File: src/rtl/spe_pkg.sv
`timescale 1ns / 1ps
`default_nettype none
// ----------------------------------------------------------------------------
// spe_pkg
// Shared types and constants of the shortest path eccentricity unit.
// ----------------------------------------------------------------------------
package spe_pkg;

    localparam int FIELD_W  = 11;
    localparam int WEIGHT_W = 32;
    localparam int DIST_W   = 48;

    localparam int QUEUE_DEPTH = 4;
    localparam int QPTR_W      = $clog2(QUEUE_DEPTH);
    localparam int QCNT_W      = $clog2(QUEUE_DEPTH + 1);

    localparam logic ACTION_LOAD = 1'b0;
    localparam logic ACTION_RUN  = 1'b1;

    localparam logic [1:0] STATUS_OK          = 2'd0;
    localparam logic [1:0] STATUS_NO_EDGE     = 2'd1;
    localparam logic [1:0] STATUS_UNREACHABLE = 2'd2;
    localparam logic [1:0] STATUS_STORE_FULL  = 2'd3;

    typedef struct packed {
        logic                action;
        logic [FIELD_W-1:0]  node_a;
        logic [FIELD_W-1:0]  node_b;
        logic [WEIGHT_W-1:0] weight;
    } in_item_t;

    typedef struct packed {
        logic [DIST_W-1:0] max_distance;
        logic [1:0]        status;
    } out_item_t;

    // node fields are zero-based here
    typedef struct packed {
        logic                is_run;
        logic [FIELD_W-1:0]  node_a;
        logic [FIELD_W-1:0]  node_b;
        logic [WEIGHT_W-1:0] weight;
    } cmd_t;

    typedef enum logic [3:0] {
        ST_CLEAR,
        ST_IDLE,
        ST_EDGE_A,
        ST_EDGE_B,
        ST_TOUCH,
        ST_INIT,
        ST_SCAN,
        ST_HEAD,
        ST_WALK,
        ST_EDGE_RD,
        ST_NODE_RD,
        ST_DONE
    } back_state_t;

endpackage
`default_nettype wire

File: src/rtl/spe_queue.sv
`timescale 1ns / 1ps
`default_nettype none
// ----------------------------------------------------------------------------
// spe_queue
// Short command FIFO between the input stage and the search engine.
// ----------------------------------------------------------------------------
module spe_queue
    import spe_pkg::*;
(
    input  wire logic clk,
    input  wire logic rst_n,
    input  wire logic push,
    input  wire cmd_t push_cmd,
    output logic      full,
    input  wire logic pop,
    output cmd_t      head,
    output logic      empty
);

    cmd_t              slot_reg [QUEUE_DEPTH];
    logic [QPTR_W-1:0] wr_reg, wr_next;
    logic [QPTR_W-1:0] rd_reg, rd_next;
    logic [QCNT_W-1:0] cnt_reg, cnt_next;

    assign full  = (cnt_reg == QCNT_W'(QUEUE_DEPTH));
    assign empty = (cnt_reg == '0);
    assign head  = slot_reg[rd_reg];

    always_comb
    begin
        wr_next  = wr_reg;
        rd_next  = rd_reg;
        cnt_next = cnt_reg;
        if (push)
        begin
            wr_next = wr_reg + QPTR_W'(1);
        end
        if (pop)
        begin
            rd_next = rd_reg + QPTR_W'(1);
        end
        if (push && !pop)
        begin
            cnt_next = cnt_reg + QCNT_W'(1);
        end
        else if (pop && !push)
        begin
            cnt_next = cnt_reg - QCNT_W'(1);
        end
    end

    always_ff @(posedge clk or negedge rst_n)
    begin
        if (!rst_n)
        begin
            wr_reg  <= '0;
            rd_reg  <= '0;
            cnt_reg <= '0;
        end
        else
        begin
            wr_reg  <= wr_next;
            rd_reg  <= rd_next;
            cnt_reg <= cnt_next;
        end
    end

    always_ff @(posedge clk)
    begin
        if (push)
        begin
            slot_reg[wr_reg] <= push_cmd;
        end
    end

    a_no_overrun: assert property (@(posedge clk) disable iff (!rst_n)
        !(push && full))
        else $error("queue written while full");
    a_no_underrun: assert property (@(posedge clk) disable iff (!rst_n)
        !(pop && empty))
        else $error("queue read while empty");
    a_count_bound: assert property (@(posedge clk) disable iff (!rst_n)
        cnt_reg <= QCNT_W'(QUEUE_DEPTH))
        else $error("queue count out of range");

endmodule
`default_nettype wire

File: config.mk
export PLATFORM = sky130hd
export DESIGN_NAME = spe_queue
export DESIGN_NICKNAME = d
export VERILOG_FILES = /design/src/rtl/spe_pkg.sv /design/src/rtl/spe_queue.sv
export SDC_FILE = /design/constraint.sdc
export NUM_CORES = 1
export LEC_CHECK = 0
export BUFFER_PORTS_ARGS = -buffer_cell sky130_fd_sc_hd__buf_2
export CELL_PAD_IN_SITES_DETAIL_PLACEMENT = 1
export CELL_PAD_IN_SITES_GLOBAL_PLACEMENT = 1
export CORE_MARGIN = 1.5
export CORE_UTILIZATION = 50
export CTS_CLUSTER_DIAMETER = 50
export DETAILED_ROUTE_END_ITERATION = 6
export PLACE_DENSITY_LB_ADDON = 0.2
export RECOVER_POWER = 100
export SETUP_SLACK_MARGIN = 0.2
export SLEW_MARGIN = 10
export SYNTH_ARGS = -nofsm -noshare
export SYNTH_HDL_FRONTEND = slang
export SYNTH_SLANG_ARGS = --single-unit
export TNS_END_PERCENT = 30
File: constraint.sdc
create_clock -name clk -period 2.8 [get_ports clk]
set_input_delay 0.28 -clock clk [delete_from_list [all_inputs] [get_ports clk]]
set_output_delay 0.28 -clock clk [all_outputs]
set_load 0.03 [all_outputs]
==> impl_metrics.ini <==
[drt]
met2_length_um = 8700
ant_nets = 0
vias = 4061
drt_iter0_drc = 206
routed_wl_um = 16500
dr.pass1.iters = 4
met3_wirelength_um = 840
wl_met1_um = 6640
viasPerCell = 5.39
routed.top_layer = met4
drc_errors = 0
wl_per_cell_um = 22.0

[placement]
pre_cts_ws_ns = 0.752
gp_congestion = 0.693
dpl_cell_area_sq_um = 9210
dp_hpwl_um = 9420
io_buffer_count = 115
dp_cells = 651

[global_route]
overflow = 0
grt_first_pass_wirelength_um = 26200
first_global_vias = 4653
antenna_found_initial = 0
grt_use_total = 0.198
grt_max_degree = 56

[synth]
ys_top_cells_by_area = edfxtp_1 79%, mux4_2 15%, dfrtp_1 2.1%
syn-instance-count = 321
avgSynthCellArea_sq_um = 25.9
synth-seq-area-share = 0.815
synth_area_sq_um = 8320
syn-num-nets = 386
yosys.cell_types.count = 19
ys_ff_latch = 227
synth_top_cell_area_share = 0.794
synth_top_area_cell = edfxtp_1
ys_warn_count = 0

[clocking]
numCtsBuffers = 24
cts_tree = yes
cts_sinks = 227
cts_max_level = 1
cts_root_buf = clkbuf_16
clock_path_buffers = 3
clk_latency_ns = 0.50
clk_pin_slew_worst_paths_ns = 0.06

[worst_setup_path]
path_class = reg -> out
crit_fanout = 7
slowest_stage = mux4_2
path_delay_family = buffers and inverters
cp_common_cell = clkbuf_1
worst_setup_path_end_kind = primary output
cp_cell_sequence = clkbuf_1 -> mux4_2 -> clkbuf_1
path_buf_inv = 2
crit_arrival_ns = 2.20
crit_path_start_kind = flop
max_stage_delay_ns = 0.59
required_ns = 2.52

[finish]
nNetsFinal = 584
fin_area_sq_um = 10400
final_cells = 753
syn_to_final_growth_pct = 25.3
utilization = 0.650
drive_gt1_frac = 0.229
num_antenna_cells = 0
largest_register_ffs = 220

[power_and_ir_drop]
p_per_area_nw_per_um2 = 1120
leakagePower_nw = 3.43
ir_drop_mv = 0.809

[floorplan]
fp.dieH_um = 132
start_util = 0.518
die_area_sq_um = 17400
io_pins = 116
die_width_um = 132
core_sq_um = 16100
row_count = 46

[min_path]
hold_class = in -> reg

[flow_run]
cap_violations = 1

[sta]
finalCriticalPeriod_ns = 2.48
worst_pin_slew_ns = 1.50
hold_viol = 0
final.period_utilization = 0.887
rsz0062_at_grt = false
relSlewSlack = 0.00212
drv_slew = 0
clock_skew_ns = 0.00668
fmax_ghz = 0.403
setup_tns_ns = 0
setup_ws_ns = 0.316
setup-violations-final = 0

[outcome]
status = finished, violations left
violations = capacitance limit
==> routing by layer <==
layer / vias to the layer above / track usage
met4: 0 / 0.0599
met1: 2134 / 0.254
met3: 31 / 0.0319
li1: 1769 / -
met5: - / 0
met2: 127 / 0.351
==> cells in the mapped netlist (all sizes together) <==
cell type / instances
nor2: 1
nand2: 2
clkbuf: 1
inv: 4
nor3: 1
mux2: 1
and2: 4
buf: 11
xnor2: 2
fa: 1
ha: 5
o21ai: 1
edfxtp: 220
nor3b: 1
dfrtp: 7
mux4: 55
xor2: 4
==> power breakdown <==
group | internal [W] | switching, W | total, W
registers | 0.00447 | 0.000196 | 0.00467
clock network | 0.00199 | 0.00121 | 0.00320
logic | 0.00131 | 0.00246 | 0.00377
==> path summary, 6_finish.rpt <==
| check | from | endpoint | slack, ns | cells past startpoint |
|---|---|---|---|---|
| hold reg to reg | cnt_reg[2]$_DFFE_PN0P_ | cnt_reg[2]$_DFFE_PN0P_ | 0.49 | 1 |
| setup reg to reg | wr_reg[0]$_DFFE_PN0P_ | slot_reg[3][44]$_DFFE_PP_ | 0.42 | 3 |
| setup / recovery | rd_reg[0]$_DFFE_PN0P_ | head[18] | 0.32 | 3 |
| max in group asynchronous | rst_n | rd_reg[0]$_DFFE_PN0P_ | 2.25 | 2 |
| hold / removal | push | wr_reg[0]$_DFFE_PN0P_ | 0.08 | 2 |
| min in group asynchronous | rst_n | cnt_reg[1]$_DFFE_PN0P_ | 0.23 | 2 |
==> area by class of cell <==
cell class              instances  area [sq um]
fillers                      1332          5630
flip-flops and latches        227          6790
well taps                     216           270
clock buffers                  34           689
multi-input cells              78          1440
clock inverters                10           128
repair buffers                184          1100
inverters                       4          15.0
==> cells by family (layout without fill, tap and decap cells) <==
| kind of cell | after synthesis | after routing | share of synthesized area |
|---|---|---|---|
| buffers and inverters | 16 | 232 | 0.0125 |
| DFF | 227 | 227 | 0.815 |
| AOI/OAI and AO/OA | 1 | 1 | 0.000601 |
| and+or+nand+nor | 9 | 9 | 0.00586 |
| adders and majority gates | 6 | 6 | 0.00992 |
| muxes | 56 | 56 | 0.150 |
| xor gates and xnor gates | 6 | 6 | 0.00631 |
==> layout by cell type, fill, tap and decap left out, drive strengths merged, types with 4 or more instances in the layout <==
cell and n:
clkbuf 142, edfxtp 220, and2 4, dfrtp 7
ha 5, clkinv 6, buf 23, xor2 4
mux4 55, inv 4, dlygate4sd3 53
==> what timing repair did <==
action | 4_1_cts | 5_1_grt
hold buffers | 53 | 0
hold endpoints to repair | 209 | 0
gates resized for setup | 0 | 0
setup endpoints to repair | 0 | 42
buffers inserted | 0 | 5
==> through the flow <==
stage,hold slack [ns],power (W)
final,0.0782,0.0116
after global routing,0.0914,0.0121
after CTS,0.0000200,0.0119
after detailed placement,0.129,0.00858
after global placement,0.131,0.00849
after floorplan,-0.0156,0.00749
No activity file was read; power rests on OpenSTA's default activity.
