===== src/rtl/spe_pkg.sv =====
`timescale 1ns / 1ps
`default_nettype none
// ----------------------------------------------------------------------------
// spe_pkg
// Shared types and constants of the shortest path eccentricity unit.
// ----------------------------------------------------------------------------
package spe_pkg;

    localparam int FIELD_W  = 11;
    localparam int WEIGHT_W = 32;
    localparam int DIST_W   = 48;

    localparam int QUEUE_DEPTH = 4;
    localparam int QPTR_W      = $clog2(QUEUE_DEPTH);
    localparam int QCNT_W      = $clog2(QUEUE_DEPTH + 1);

    localparam logic ACTION_LOAD = 1'b0;
    localparam logic ACTION_RUN  = 1'b1;

    localparam logic [1:0] STATUS_OK          = 2'd0;
    localparam logic [1:0] STATUS_NO_EDGE     = 2'd1;
    localparam logic [1:0] STATUS_UNREACHABLE = 2'd2;
    localparam logic [1:0] STATUS_STORE_FULL  = 2'd3;

    typedef struct packed {
        logic                action;
        logic [FIELD_W-1:0]  node_a;
        logic [FIELD_W-1:0]  node_b;
        logic [WEIGHT_W-1:0] weight;
    } in_item_t;

    typedef struct packed {
        logic [DIST_W-1:0] max_distance;
        logic [1:0]        status;
    } out_item_t;

    // node fields are zero-based here
    typedef struct packed {
        logic                is_run;
        logic [FIELD_W-1:0]  node_a;
        logic [FIELD_W-1:0]  node_b;
        logic [WEIGHT_W-1:0] weight;
    } cmd_t;

    typedef enum logic [3:0] {
        ST_CLEAR,
        ST_IDLE,
        ST_EDGE_A,
        ST_EDGE_B,
        ST_TOUCH,
        ST_INIT,
        ST_SCAN,
        ST_HEAD,
        ST_WALK,
        ST_EDGE_RD,
        ST_NODE_RD,
        ST_DONE
    } back_state_t;

endpackage
`default_nettype wire


===== src/rtl/spe_front.sv =====
`timescale 1ns / 1ps
`default_nettype none
// ----------------------------------------------------------------------------
// spe_front
// Input stage: accepts requests, drops edges with bad endpoints, converts
// endpoints to zero-based node indexes and hands commands to the queue.
// ----------------------------------------------------------------------------
module spe_front
    import spe_pkg::*;
#(
    parameter int MAX_NODES = 1024
) (
    input  wire logic     clk,
    input  wire logic     rst_n,
    input  wire logic     in_valid,
    output logic          in_stall,
    input  wire in_item_t in_data,
    output logic          push,
    output cmd_t          push_cmd,
    input  wire logic     q_full
);

    logic hold_valid_reg, hold_valid_next;
    cmd_t hold_reg, hold_next;
    logic accept;
    logic edge_ok;

    assign push     = hold_valid_reg && !q_full;
    assign push_cmd = hold_reg;
    assign in_stall = hold_valid_reg && q_full;
    assign accept   = in_valid && !in_stall;

    assign edge_ok = (in_data.node_a != '0) && (in_data.node_b != '0)
                  && (32'(in_data.node_a) <= 32'(MAX_NODES))
                  && (32'(in_data.node_b) <= 32'(MAX_NODES));

    always_comb
    begin
        hold_valid_next = hold_valid_reg;
        hold_next       = hold_reg;
        if (push)
        begin
            hold_valid_next = 1'b0;
        end
        if (accept)
        begin
            // drop an edge that names a node outside the store
            hold_valid_next  = (in_data.action == ACTION_RUN) || edge_ok;
            hold_next.is_run = (in_data.action == ACTION_RUN);
            hold_next.node_a = in_data.node_a - FIELD_W'(1);
            hold_next.node_b = in_data.node_b - FIELD_W'(1);
            hold_next.weight = in_data.weight;
        end
    end

    always_ff @(posedge clk or negedge rst_n)
    begin
        if (!rst_n)
        begin
            hold_valid_reg <= 1'b0;
        end
        else
        begin
            hold_valid_reg <= hold_valid_next;
        end
    end

    always_ff @(posedge clk)
    begin
        hold_reg <= hold_next;
    end

endmodule
`default_nettype wire


===== config.mk =====
export PLATFORM = sky130hd
export DESIGN_NAME = spe_front
export DESIGN_NICKNAME = d
export VERILOG_FILES = /design/src/rtl/spe_pkg.sv /design/src/rtl/spe_front.sv
export SDC_FILE = /design/constraint.sdc
export NUM_CORES = 1
export LEC_CHECK = 0
export BUFFER_PORTS_ARGS = -buffer_cell sky130_fd_sc_hd__buf_2
export CORE_MARGIN = 2
export CORE_UTILIZATION = 25
export CTS_CLUSTER_SIZE = 16
export DETAILED_ROUTE_END_ITERATION = 8
export GPL_ROUTABILITY_DRIVEN = 0
export PLACE_DENSITY = 0.6
export SKIP_LAST_GASP = 1
export SYNTH_ARGS = -nofsm -noshare
export SYNTH_HDL_FRONTEND = slang
export SYNTH_SLANG_ARGS = --single-unit

===== constraint.sdc =====
create_clock -name clk -period 4.5 [get_ports clk]
set_input_delay 0.9 -clock clk [delete_from_list [all_inputs] [get_ports clk]]
set_output_delay 0.9 -clock clk [all_outputs]
set_load 0.02 [all_outputs]

==> out/qor.csv <==
stage,metric,value,unit
clocking,CTS H-tree depth,2,
placement,dpl cells,338,
grt,largest net degree at the start of global routing,32,
clocking,Clock Tree Root,clkbuf_8,
clocking,CTS Buf Count,5,
placement,Setup WS pre-CTS,1.791,ns
power_and_ir_drop,Worst VDD drop,0.1339,mV
critical_path,Worst Setup End Kind,flop,
die,die area,9247,µm²
logic_synthesis,Synth Register Bits,56,
route,DRT antenna net count,0,
placement,number of port buffers,115,
grt,met1 usage,9.891,%
logic_synthesis,mapped cell area,2123,µm²
layout,ANT cells,0,
sta,Setup Skew,0.01272,ns
grt,grt met3 use,4.150,%
critical_path,Critical Path AT,2.30,ns
route,via count,1395,
sta,Fmax achieved,0.4275,GHz
grt,first-pass GRT wire length,6541,µm
power_and_ir_drop,Internal,0.0007748,W
critical_path,CP Max Fanout,31,
route,DRT iter0 DRCs,35,
layout,share of cells above drive strength 1,54.36,%
layout,Area growth syn-to-layout,37.95,%
sta,Final min period,2.339,ns
logic_synthesis,Cells after Synth,117,
grt,antenna violations before repair,0,
die,Die Height,96.16,µm
sta,final worst path period share,51.98,%
die,io pins,116,
grt,met2 global-route usage,17.30,%
grt,vias in the first global route,1313,
clocking,post-CTS resize count,0,
layout,Non-Filler Instances,346,
sta,Max-Slew Margin vs Limit,52.31,%
power_and_ir_drop,pwr dens,352.7,nW/µm²
logic_synthesis,post-synth top area share,77.78,%
power_and_ir_drop,Logic pwr share,14.1,%
route,# DRC,0,
route,routed wire length,4654,µm
clocking,Worst-Skew Late Latency,0.31,ns
sta,setup TNS,0,ns
power_and_ir_drop,Psw,0.0002582,W
layout,Final nets,302,
logic_synthesis,Unique masters post-synth,27,
logic_synthesis,Synth area leaders,"edfxtp_1 (78%), xor2_1 (4.5%), xnor2_1 (2.1%), ha_1 (1.8%), inv_1 (1.2%)",
power_and_ir_drop,Sw Ratio,24.99,%
logic_synthesis,number of synthesized flops with an enable pin,55,
clocking,CTS tree,yes,
critical_path,CP Launch Type,input port,
power_and_ir_drop,Clk pwr share,25.7,%
logic_synthesis,Mapped Nets,179,
die,initial core utilization,25.84,%
clocking,Setup Buffers After CTS,0,
clocking,hold buffers post-CTS,0,
die,# rows,33,
logic_synthesis,Post-synth top flop,edfxtp_1,
worst_hold_path,worst hold path class,input port to async pin,
logic_synthesis,Commonest cells post-synth,"edfxtp_1 (55), xor2_1 (11), inv_1 (7), nor2_1 (6), xnor2_1 (5)",
clocking,maximum clock path buffer count,2,
route,drt wl/cell,13.45,µm
placement,DP HPWL,3705,µm
route,TritonRoute pass-1 iters,4,
sta,final setup fails,0,
run,max-cap violations,0,
run_status,status,"finished, final reports clean",
sta,RSZ-0062 raised after global routing,no,
sta,max-slew violations,0,
logic_synthesis,most common cell in the synthesized netlist,edfxtp_1,
sta,final setup margin,2.161,ns
grt,global routing's busiest layer,met2,
layout,max reg flops,55,
sta,final hold viol count,0,
logic_synthesis,Syn Area/Cell,18.15,µm²
clocking,number of clock sinks,56,
power_and_ir_drop,Pleak,1.242,nW
power_and_ir_drop,Flop pwr share,60.2,%
sta,Hold WS,0.3415,ns
logic_synthesis,async set or reset register ratio after synthesis,1.786,%
route,vias per inst,4.032,
power_and_ir_drop,Total Power,0.001033,W
logic_synthesis,post-synth top area cell,edfxtp_1,
sta,Slew @ Worst Pin,0.7139,ns
grt,GR Overflow Total,0,
die,core area,8217,µm²
critical_path,critical path data required time,4.47,ns
grt,total track usage,9.776,%
logic_synthesis,Synth Warn #,0,
clocking,clk slew on worst S/H paths,0.10,ns
logic_synthesis,"Seq/Total Area, Yosys",78.96,%
die,Die X,96.16,µm
critical_path,Crit Path Class,input port to flop,
path summary, 6_finish.rpt:
path,end,slack [ns],cells after the start,start
max,push_cmd[49]$_DFFE_PP_,2.16,4,q_full
min in group clk,hold_valid_reg$_DFFE_PN0P_,0.76,3,hold_valid_reg$_DFFE_PN0P_
max in group asynchronous,hold_valid_reg$_DFFE_PN0P_,4.08,1,rst_n
min,hold_valid_reg$_DFFE_PN0P_,0.34,1,rst_n
max reg2reg,push_cmd[49]$_DFFE_PP_,2.46,3,hold_valid_reg$_DFFE_PN0P_
min reg2reg,hold_valid_reg$_DFFE_PN0P_,0.76,3,hold_valid_reg$_DFFE_PN0P_
cell type report:
cell class,count,area (µm²)
inverters,7,26.28
flip-flops and latches,56,1677
fillers,851,5288
well taps,105,131.4
multi-input cells,54,427.9
repair buffers,116,583.1
clock inverters,2,11.26
clock buffers,6,72.57
power by group through the flow:
stage | clock network (W) | logic [W] | registers, W
final | 0.000265 | 0.000146 | 0.000622
after global routing | 0.000294 | 0.000160 | 0.000626
after CTS | 0.000272 | 0.000149 | 0.000623
after detailed placement | 0 | 0.000149 | 0.000635
after global placement | 0 | 0.000147 | 0.000634
after floorplan | 0 | 0.0000324 | 0.000679
layout by cell type (no fill, tap or decap), types with 2 or more instances in the layout:
cell type,synthesis,layout
buf_2,0,115
edfxtp_1,55,55
xor2_1,11,11
inv_1,7,7
nor2_1,6,6
xnor2_1,5,5
clkbuf_8,0,5
nor4_1,4,4
nand2_1,4,4
ha_1,3,3
or4_4,2,2
o31ai_1,2,2
critical path, stage by stage:
cell     delay (ns)
buf_2          0.10
and2_1         0.21
nor2b_4        0.60
buf_4          0.48
cell families after synthesis:
family          count (synthesis)  synth area share [%]
simple gates                   29                 8.898
buf+inv                         7                 1.238
fa+ha+maj                       3                 1.768
xor+xnor                       17                 7.366
flops                          56                 78.96
compound gates                  5                 1.768
metrics by stage:
stage                     util, %  area, µm²
after floorplan                 -       2123
after global placement      34.63       2845
after detailed placement    34.63       2845
after CTS                   35.65       2929
after global routing        35.65       2929
final                       35.65       2929
per-layer routing:
metal	part of all wire, %	wire [µm]
met2	53	2447
met4	2.8	129
met3	10	464
met1	35	1613
met5	0	0
Power figures use the tool's default switching activity.
